### src/hdl/sidac_pkg.sv
// Shared types, constants and the double-dabble step function for the
// signed integer to decimal ASCII unit. Depends on nothing.
package sidac_pkg;

  localparam int unsigned ValueW        = 32;
  localparam int unsigned NumDigits     = 10;
  localparam int unsigned DigitW        = 4;
  localparam int unsigned BcdW          = NumDigits * DigitW;
  localparam int unsigned CharW         = 8;
  localparam int unsigned StepsPerStage = 8;
  localparam int unsigned NumDdStages   = ValueW / StepsPerStage;
  localparam int unsigned DigitIdxW     = $clog2(NumDigits);

  localparam logic [CharW-1:0] AsciiZero  = 8'd48;
  localparam logic [CharW-1:0] AsciiMinus = 8'd45;

  // One word in flight through the conversion pipeline.
  typedef struct packed {
    logic                neg;
    logic [ValueW-1:0]   bin;
    logic [BcdW-1:0]     bcd;
  } sidac_item_t;

  // One shift-and-add-three step: correct every BCD digit of five or more,
  // then shift the next binary bit into the BCD field.
  function automatic sidac_item_t dd_step(input sidac_item_t it);
    sidac_item_t r;
    logic [DigitW-1:0] dig;
    r = it;
    for (int i = 0; i < NumDigits; i++) begin
      dig = r.bcd[i*DigitW +: DigitW];
      if (dig >= 4'd5) begin
        r.bcd[i*DigitW +: DigitW] = dig + 4'd3;
      end
    end
    r.bcd = {r.bcd[BcdW-2:0], r.bin[ValueW-1]};
    r.bin = {r.bin[ValueW-2:0], 1'b0};
    return r;
  endfunction

endpackage

### src/hdl/sidac_front.sv
// Input register stage: splits the two's complement value into a sign
// flag and a 32-bit magnitude. Depends on sidac_pkg.
module sidac_front
  import sidac_pkg::*;
(
  input  logic              clk_i,
  input  logic              rst_ni,
  input  logic              valid_i,
  output logic              ready_o,
  input  logic [ValueW-1:0] value_i,
  output logic              valid_o,
  input  logic              ready_i,
  output sidac_item_t       item_o
);

  logic        valid_q;
  sidac_item_t item_q, item_d;

  assign ready_o = !valid_q || ready_i;
  assign valid_o = valid_q;
  assign item_o  = item_q;

  // Magnitude of the most negative value still fits in 32 unsigned bits.
  always_comb begin
    item_d.neg = value_i[ValueW-1];
    item_d.bin = value_i[ValueW-1] ? (~value_i + 1'b1) : value_i;
    item_d.bcd = '0;
  end

  always_ff @(posedge clk_i or negedge rst_ni) begin
    if (!rst_ni) begin
      valid_q <= 1'b0;
    end else if (ready_o) begin
      valid_q <= valid_i;
    end
  end

  always_ff @(posedge clk_i) begin
    if (ready_o && valid_i) begin
      item_q <= item_d;
    end
  end

endmodule

### src/hdl/sidac_dd_stage.sv
// One pipeline stage of the binary to BCD converter: a group of
// shift-and-add-three steps followed by a register. Depends on sidac_pkg.
module sidac_dd_stage
  import sidac_pkg::*;
(
  input  logic        clk_i,
  input  logic        rst_ni,
  input  logic        valid_i,
  output logic        ready_o,
  input  sidac_item_t item_i,
  output logic        valid_o,
  input  logic        ready_i,
  output sidac_item_t item_o
);

  logic        valid_q;
  sidac_item_t item_q, item_d;

  assign ready_o = !valid_q || ready_i;
  assign valid_o = valid_q;
  assign item_o  = item_q;

  // Chain of steps over the narrow BCD digits.
  always_comb begin
    item_d = item_i;
    for (int s = 0; s < StepsPerStage; s++) begin
      item_d = dd_step(item_d);
    end
  end

  always_ff @(posedge clk_i or negedge rst_ni) begin
    if (!rst_ni) begin
      valid_q <= 1'b0;
    end else if (ready_o) begin
      valid_q <= valid_i;
    end
  end

  always_ff @(posedge clk_i) begin
    if (ready_o && valid_i) begin
      item_q <= item_d;
    end
  end

endmodule

### src/hdl/sidac_emit.sv
// Output serialiser: holds one converted number and sends its sign and
// significant digits one character per word. Depends on sidac_pkg.
module sidac_emit
  import sidac_pkg::*;
(
  input  logic             clk_i,
  input  logic             rst_ni,
  input  logic             valid_i,
  output logic             ready_o,
  input  sidac_item_t      item_i,
  output logic             valid_o,
  input  logic             ready_i,
  output logic [CharW-1:0] char_o,
  output logic             last_o
);

  logic                               busy_q, busy_d;
  logic                               sign_q, sign_d;
  logic [DigitIdxW-1:0]               idx_q, idx_d;
  logic [NumDigits-1:0][DigitW-1:0]   dig_q;
  logic [NumDigits-1:0][DigitW-1:0]   dig_in;
  logic [DigitIdxW-1:0]               top_idx;
  logic                               out_fire;
  logic                               finish;
  logic                               load;

  assign dig_in = item_i.bcd;

  // Position of the highest non-zero digit; zero keeps the units digit.
  always_comb begin
    top_idx = '0;
    for (int i = 1; i < NumDigits; i++) begin
      if (dig_in[i] != '0) begin
        top_idx = DigitIdxW'(i);
      end
    end
  end

  assign out_fire = busy_q && ready_i;
  assign finish   = out_fire && !sign_q && (idx_q == '0);
  assign ready_o  = !busy_q || finish;
  assign load     = ready_o && valid_i;

  // Current character from the held state.
  assign valid_o = busy_q;
  assign char_o  = sign_q ? AsciiMinus : (AsciiZero + CharW'(dig_q[idx_q]));
  assign last_o  = !sign_q && (idx_q == '0);

  // Walk from sign to most significant digit down to the units digit.
  always_comb begin
    busy_d = busy_q;
    sign_d = sign_q;
    idx_d  = idx_q;
    if (out_fire) begin
      if (sign_q) begin
        sign_d = 1'b0;
      end else if (idx_q == '0) begin
        busy_d = 1'b0;
      end else begin
        idx_d = idx_q - 1'b1;
      end
    end
    if (load) begin
      busy_d = 1'b1;
      sign_d = item_i.neg;
      idx_d  = top_idx;
    end
  end

  always_ff @(posedge clk_i or negedge rst_ni) begin
    if (!rst_ni) begin
      busy_q <= 1'b0;
      sign_q <= 1'b0;
      idx_q  <= '0;
    end else begin
      busy_q <= busy_d;
      sign_q <= sign_d;
      idx_q  <= idx_d;
    end
  end

  always_ff @(posedge clk_i) begin
    if (load) begin
      dig_q <= dig_in;
    end
  end

endmodule

### src/hdl/signed_int_to_decimal_ascii_unit.sv
// Signed 32-bit integer to decimal ASCII text, one character per output
// word, most significant first, with a leading minus sign for negative
// values, no leading zeros (zero gives "0"), and tlast on the units digit.
// A value passes a sign/magnitude stage and four binary-to-BCD stages of
// eight shift-and-add-three steps each, then reaches the output serialiser,
// which holds it and sends one character per cycle while m_axis_tready is
// high, one to eleven characters per number. With the pipeline full, a new
// number is taken in the same cycle that its predecessor's last character
// leaves. Depends on sidac_pkg, sidac_front, sidac_dd_stage and sidac_emit.
module signed_int_to_decimal_ascii_unit
  import sidac_pkg::*;
(
  input  logic             clk_i,
  input  logic             rst_ni,
  input  logic             s_axis_tvalid,
  output logic             s_axis_tready,
  input  logic [31:0]      s_axis_tdata,   // [31:0] value
  output logic             m_axis_tvalid,
  input  logic             m_axis_tready,
  output logic [7:0]       m_axis_tdata,   // [7:0] character
  output logic             m_axis_tlast    // last_char
);

  logic        valid_s [NumDdStages+1];
  logic        ready_s [NumDdStages+1];
  sidac_item_t item_s  [NumDdStages+1];

  // Sign and magnitude.
  sidac_front u_front (
    .clk_i   (clk_i),
    .rst_ni  (rst_ni),
    .valid_i (s_axis_tvalid),
    .ready_o (s_axis_tready),
    .value_i (s_axis_tdata),
    .valid_o (valid_s[0]),
    .ready_i (ready_s[0]),
    .item_o  (item_s[0])
  );

  // Binary to BCD pipeline.
  for (genvar g = 0; g < NumDdStages; g++) begin : g_dd
    sidac_dd_stage u_dd (
      .clk_i   (clk_i),
      .rst_ni  (rst_ni),
      .valid_i (valid_s[g]),
      .ready_o (ready_s[g]),
      .item_i  (item_s[g]),
      .valid_o (valid_s[g+1]),
      .ready_i (ready_s[g+1]),
      .item_o  (item_s[g+1])
    );
  end

  // Character serialiser.
  sidac_emit u_emit (
    .clk_i   (clk_i),
    .rst_ni  (rst_ni),
    .valid_i (valid_s[NumDdStages]),
    .ready_o (ready_s[NumDdStages]),
    .item_i  (item_s[NumDdStages]),
    .valid_o (m_axis_tvalid),
    .ready_i (m_axis_tready),
    .char_o  (m_axis_tdata),
    .last_o  (m_axis_tlast)
  );

endmodule
### config.mk
export PLATFORM = sky130hd
export DESIGN_NAME = signed_int_to_decimal_ascii_unit
export DESIGN_NICKNAME = d
export VERILOG_FILES = /design/src/hdl/sidac_pkg.sv /design/src/hdl/sidac_front.sv /design/src/hdl/sidac_dd_stage.sv /design/src/hdl/sidac_emit.sv /design/src/hdl/signed_int_to_decimal_ascii_unit.sv
export SDC_FILE = /design/constraint.sdc
export NUM_CORES = 1
export LEC_CHECK = 0
export BUFFER_PORTS_ARGS = -buffer_cell sky130_fd_sc_hd__buf_2
export CAP_MARGIN = 20
export CORE_UTILIZATION = 40
export CTS_BUF_LIST = sky130_fd_sc_hd__clkbuf_8 sky130_fd_sc_hd__clkbuf_16
export DETAILED_ROUTE_END_ITERATION = 7
export PLACE_DENSITY_LB_ADDON = 0.2
export SYNTH_ARGS = -nofsm -noshare
export SYNTH_HDL_FRONTEND = slang
export SYNTH_HIERARCHICAL = 1
export SYNTH_SLANG_ARGS = --single-unit
### constraint.sdc
create_clock -name clk_i -period 8.9 [get_ports clk_i]
set_clock_uncertainty 0.2 [all_clocks]
set_input_delay 0.89 -clock clk_i [delete_from_list [all_inputs] [get_ports clk_i]]
set_output_delay 0.89 -clock clk_i [all_outputs]
set_load 0.1 [all_outputs]
Word-level counts from Yosys, hierarchy flattened
Index checks and enable logic that the tools add are counted.

Flip-flop bits (word level): 284. Input bits: 36. Output and inout port bits: 11. Logic and storage cells: 895.

$add $sub $neg: 268. Order comparisons: 266. Equality and inequality tests: 2. Muxes and demuxes: 288. Bitwise gates (word level): 1. Reductions and logical operators: 37.

Operators by type and width (number): $ge 4x3->1 const B (255); $mux 4 (255); $add 4x2->4 const B (234); $mux 3 (22); $add 3x2->3 const B (21); $reduce_bool 4->1 (9); $add 32x1->32 const B (1); $not 32->32 (1); $mux 31 (1); $add 1x2->3 const B (9); $ge 1x3->1 const B (9); $bmux 4 s4 (1); $logic_and 1x1->1 (10); $mux 1 (8); $mux 8 (1); $add 6x4->7 const A (1); $logic_not 1->1 (7); $logic_or 1x1->1 (6); $reduce_and 3->1 (2); $lt 4x5->1 const B (1); $logic_not 4->1 (1); $reduce_bool 2->1 (2); $sub 4x1->4 const B (1); $add 1x2->3 const AB (1); other kinds (3) (3).

Logic depth before layout (Yosys ltp)
Depth after elaboration: 16. Mapped depth: 38. Gate-level depth less buffers: 35.

Cells and area by module
The synthesis kept the hierarchy.

Modules (own cells, without submodules): sidac_dd_stage (times used 4, cells each 1693, area an instance 12990.0 um^2, sequential area each 1976.9 um^2); sidac_front (times used 1, cells each 175, area an instance 2108.3 um^2, sequential area each 1016.0 um^2); sidac_emit (times used 1, cells each 135, area an instance 2089.5 um^2, sequential area each 1351.3 um^2).

Worst setup path after synthesis
Ideal clock, no wire load.

Path type: register -> register. From: reg g_dd[0].u_dd.item_q, in the netlist g_dd[0].u_dd/item_o[8]. To: reg g_dd[1].u_dd.item_q, in the netlist g_dd[1].u_dd/item_o[13], data pin. Library setup time: 0.256 ns. Arrival time: 6.792 ns. Required time: 8.444 ns. Path slack: 1.652 ns. Stages on the path, launching flop included: 30. Path buffers: 1. Clock period less this slack: 7.248 ns. Path through: edfxtp_1 > ha_1 > and2b_1 > a2bb2oi_1 > and2_1 > inv_1 > ha_1 > o32a_1 > o32a_1 > o211a_1 > a211oi_4 > inv_2 > ha_1 > maj3_2 > a211oi_4 > nand2_1 > a21oi_1 > inv_1 > ha_1 > a22oi_2 > nand2_1 > a21o_1 > and2_1 > buf_2 > inv_1 > ha_1 > a22o_1 > a211oi_2 > o21ai_0 > a22o_1.

RTL lines: start, declared (RTL line sidac_dd_stage.sv:17) `sidac_item_t item_q, item_d;`; start signal, assigned (RTL line sidac_dd_stage.sv:41) `item_q <= item_d;`; end signal, assigned (RTL line sidac_dd_stage.sv:41); end, declared (RTL line sidac_dd_stage.sv:17).

==> results.md <==
• **vertical die dimension** 371 um
• **post-synthesis average cell area** 7.78 um2
• **post-synthesis cell area** 54500 um2
• **gr usage total** 0.175
• **post-cts gate resize count** 0
• **Critical Path End Type** flip-flop
• **Worst slew margin** 0.268
• **number of I/O port buffers** 43
• **maximum level of the CTS H-tree** 2
• **number of remaining DRC errors** 0
• **num ports** 47
• **class of the worst hold path** flip-flop to flip-flop
• **total wire length** 126 mm
• **critical setup path kind** flip-flop to flip-flop
• **Die Outline Area** 138000 um2
• **cell with the largest stage delay on the worst path** sky130_fd_sc_hd__edfxtp_1
• **Antenna Nets Post-Route** 0
• **Hold Worst Slack** 0.202 ns
• **number of global-route vias before repair** 46100
• **Setup WS pre-CTS** 0.813 ns
• **post-route clock period utilization** 0.919
• **residual overflow from global routing** 0
• **setup fix buffers added after clock tree synthesis** 0
• **leading cell types in the layout, fill and taps excluded** sky130_fd_sc_hd__nand2_1, sky130_fd_sc_hd__nor2_1, sky130_fd_sc_hd__a21oi_1, sky130_fd_sc_hd__o21ai_0, sky130_fd_sc_hd__inv_1
• **fmax** 122 MHz
• **Total Neg Setup Slack** 0 ns
• **dominant cell type by count on the critical path** sky130_fd_sc_hd__ha_1
• **# rows** 135
• **latest clock arrival within the worst-skew pair** 0.64 ns
• **maximum fanout along the worst path** 10
• **count of hold buffers inserted by post-cts repair** 1
• **CTS Root Cell** sky130_fd_sc_hd__clkbuf_16
• **setup repair after global routing missed its margin** no
• **largest net degree at the start of global routing** 57
• **number of vias per cell after detailed routing** 5.89
• **instance count of the mapped netlist** 6998
• **number of slew-limit violations in the final report** 0
• **worst reg-to-reg path cell count** 28
• **router iterations before antenna repair** 6
• **global-route wire length before repair** 215 mm
• **Setup Viol. Count Final** 0
• **total of fill cells in the finished design** 13500
• **clock period minus final worst setup slack** 8.18 ns
• **Core Area** 135000 um2
• **Inserted Clock Buffers** 40
• **Layout area overhead** 4.87%
• **vias post-DR** 51000
• **Least-Margin Pin Slew** 1.09 ns
• **share of post-route cells with drive strength above 1** 0.131
• **Worst Setup Start Kind** flip-flop
• **DRC violation total after the first TritonRoute iteration** 3186
• **Worst-path clk slew** 0.06 ns
• **initial antenna violation count** 13
• **critical path's largest stage delay** 0.47 ns
• **RePlAce Congestion** 0.857
• **result of the run** finished, final reports clean
• **critical path required time** 9.05 ns
• **CTS tree** built
• **post-detailed-route wirelength per cell** 14.5 um
• **HPWL after detailed placement** 97.3 mm
• **nets** 7126
• **Yosys warning total** 6
• **Clock Path Buffers** 3
• **Crit path arrival time** 8.33 ns
• **Hold Violations, Final** 0
• **starting utilization of the core area** 0.403
• **crit path setup slack, layout** 0.722 ns
• **total clock sinks** 296
• **max-cap violation count** 0
• **commonest non-fill, non-tap cell in the layout** sky130_fd_sc_hd__nand2_1
• **Die Span X** 371 um
• **instance count along the most critical hold path** 0
-- path summary, 6_finish.rpt --
| check | to | slack (ns) | from |
|---|---|---|---|
| min in group asynchronous | u_emit/idx_q[2] | 0.45 | rst_ni |
| worst min-delay path | g_dd[1].u_dd/item_o[70] | 0.20 | g_dd[0].u_dd/item_o[62] |
| worst max register to register | g_dd[2].u_dd/item_o[13] | 0.72 | g_dd[1].u_dd/item_o[8] |
| worst max-delay path | g_dd[2].u_dd/item_o[13] | 0.72 | g_dd[1].u_dd/item_o[8] |
| worst min register to register | g_dd[1].u_dd/item_o[70] | 0.20 | g_dd[0].u_dd/item_o[62] |
| max in group asynchronous | g_dd[2].u_dd/valid_o | 7.83 | rst_ni |
-- flip-flops by register name, indices dropped and copies added (netlist names) --
register / flops
u_emit/idx_q: 4
u_emit/dig_q: 40
g_dd.u_dd/valid_o: 4
u_front/item_o: 33
u_front/valid_o: 1
g_dd.u_dd/item_o: 212
u_emit/valid_o: 1
u_emit/sign_q: 1
-- worst max-delay path, delay by kind of cell, from the launching register on --
kind | cells | cell delay (ns)
buffers and inverters | 4 | 0.43
muxes | 1 | 0.21
DFF | 1 | 0.47
and+or+nand+nor | 4 | 1.02
AOI/OAI and AO/OA | 13 | 3.99
adders and majority gates | 6 | 1.59
-- through the flow --
stage                      util  area, um2  instances
after global routing      0.422      57100       8660
final                     0.422      57100       8668
after floorplan               -      54600       7038
after CTS                 0.422      57100       8655
after global placement    0.411      55700       8580
after detailed placement  0.411      55700       8580
-- layer usage --
layer  GRT usage  share of wire  up-vias  wire, um
met3      0.0172          0.035      118      4460
met2       0.303           0.47      792     59400
met4      0.0358          0.016        6      2050
met5           0        0.00028        -        35
met1       0.235           0.48    23600     59900
li1            -              -    26500         -
-- cell type report --
class	count	area, um2	area share
diodes	9	22.5	0.000394
clock buffers	40	1000	0.0175
clock inverters	34	380	0.00666
inverters	391	1480	0.0259
multi-input cells	6048	42800	0.749
flip-flops and latches	296	8830	0.155
well taps	1781	2230	0.0390
repair buffers	69	410	0.00719
Power is left out: the tool's default activity adds up to more than one toggle a clock period on the data nets, which glitch-free logic cannot reach.
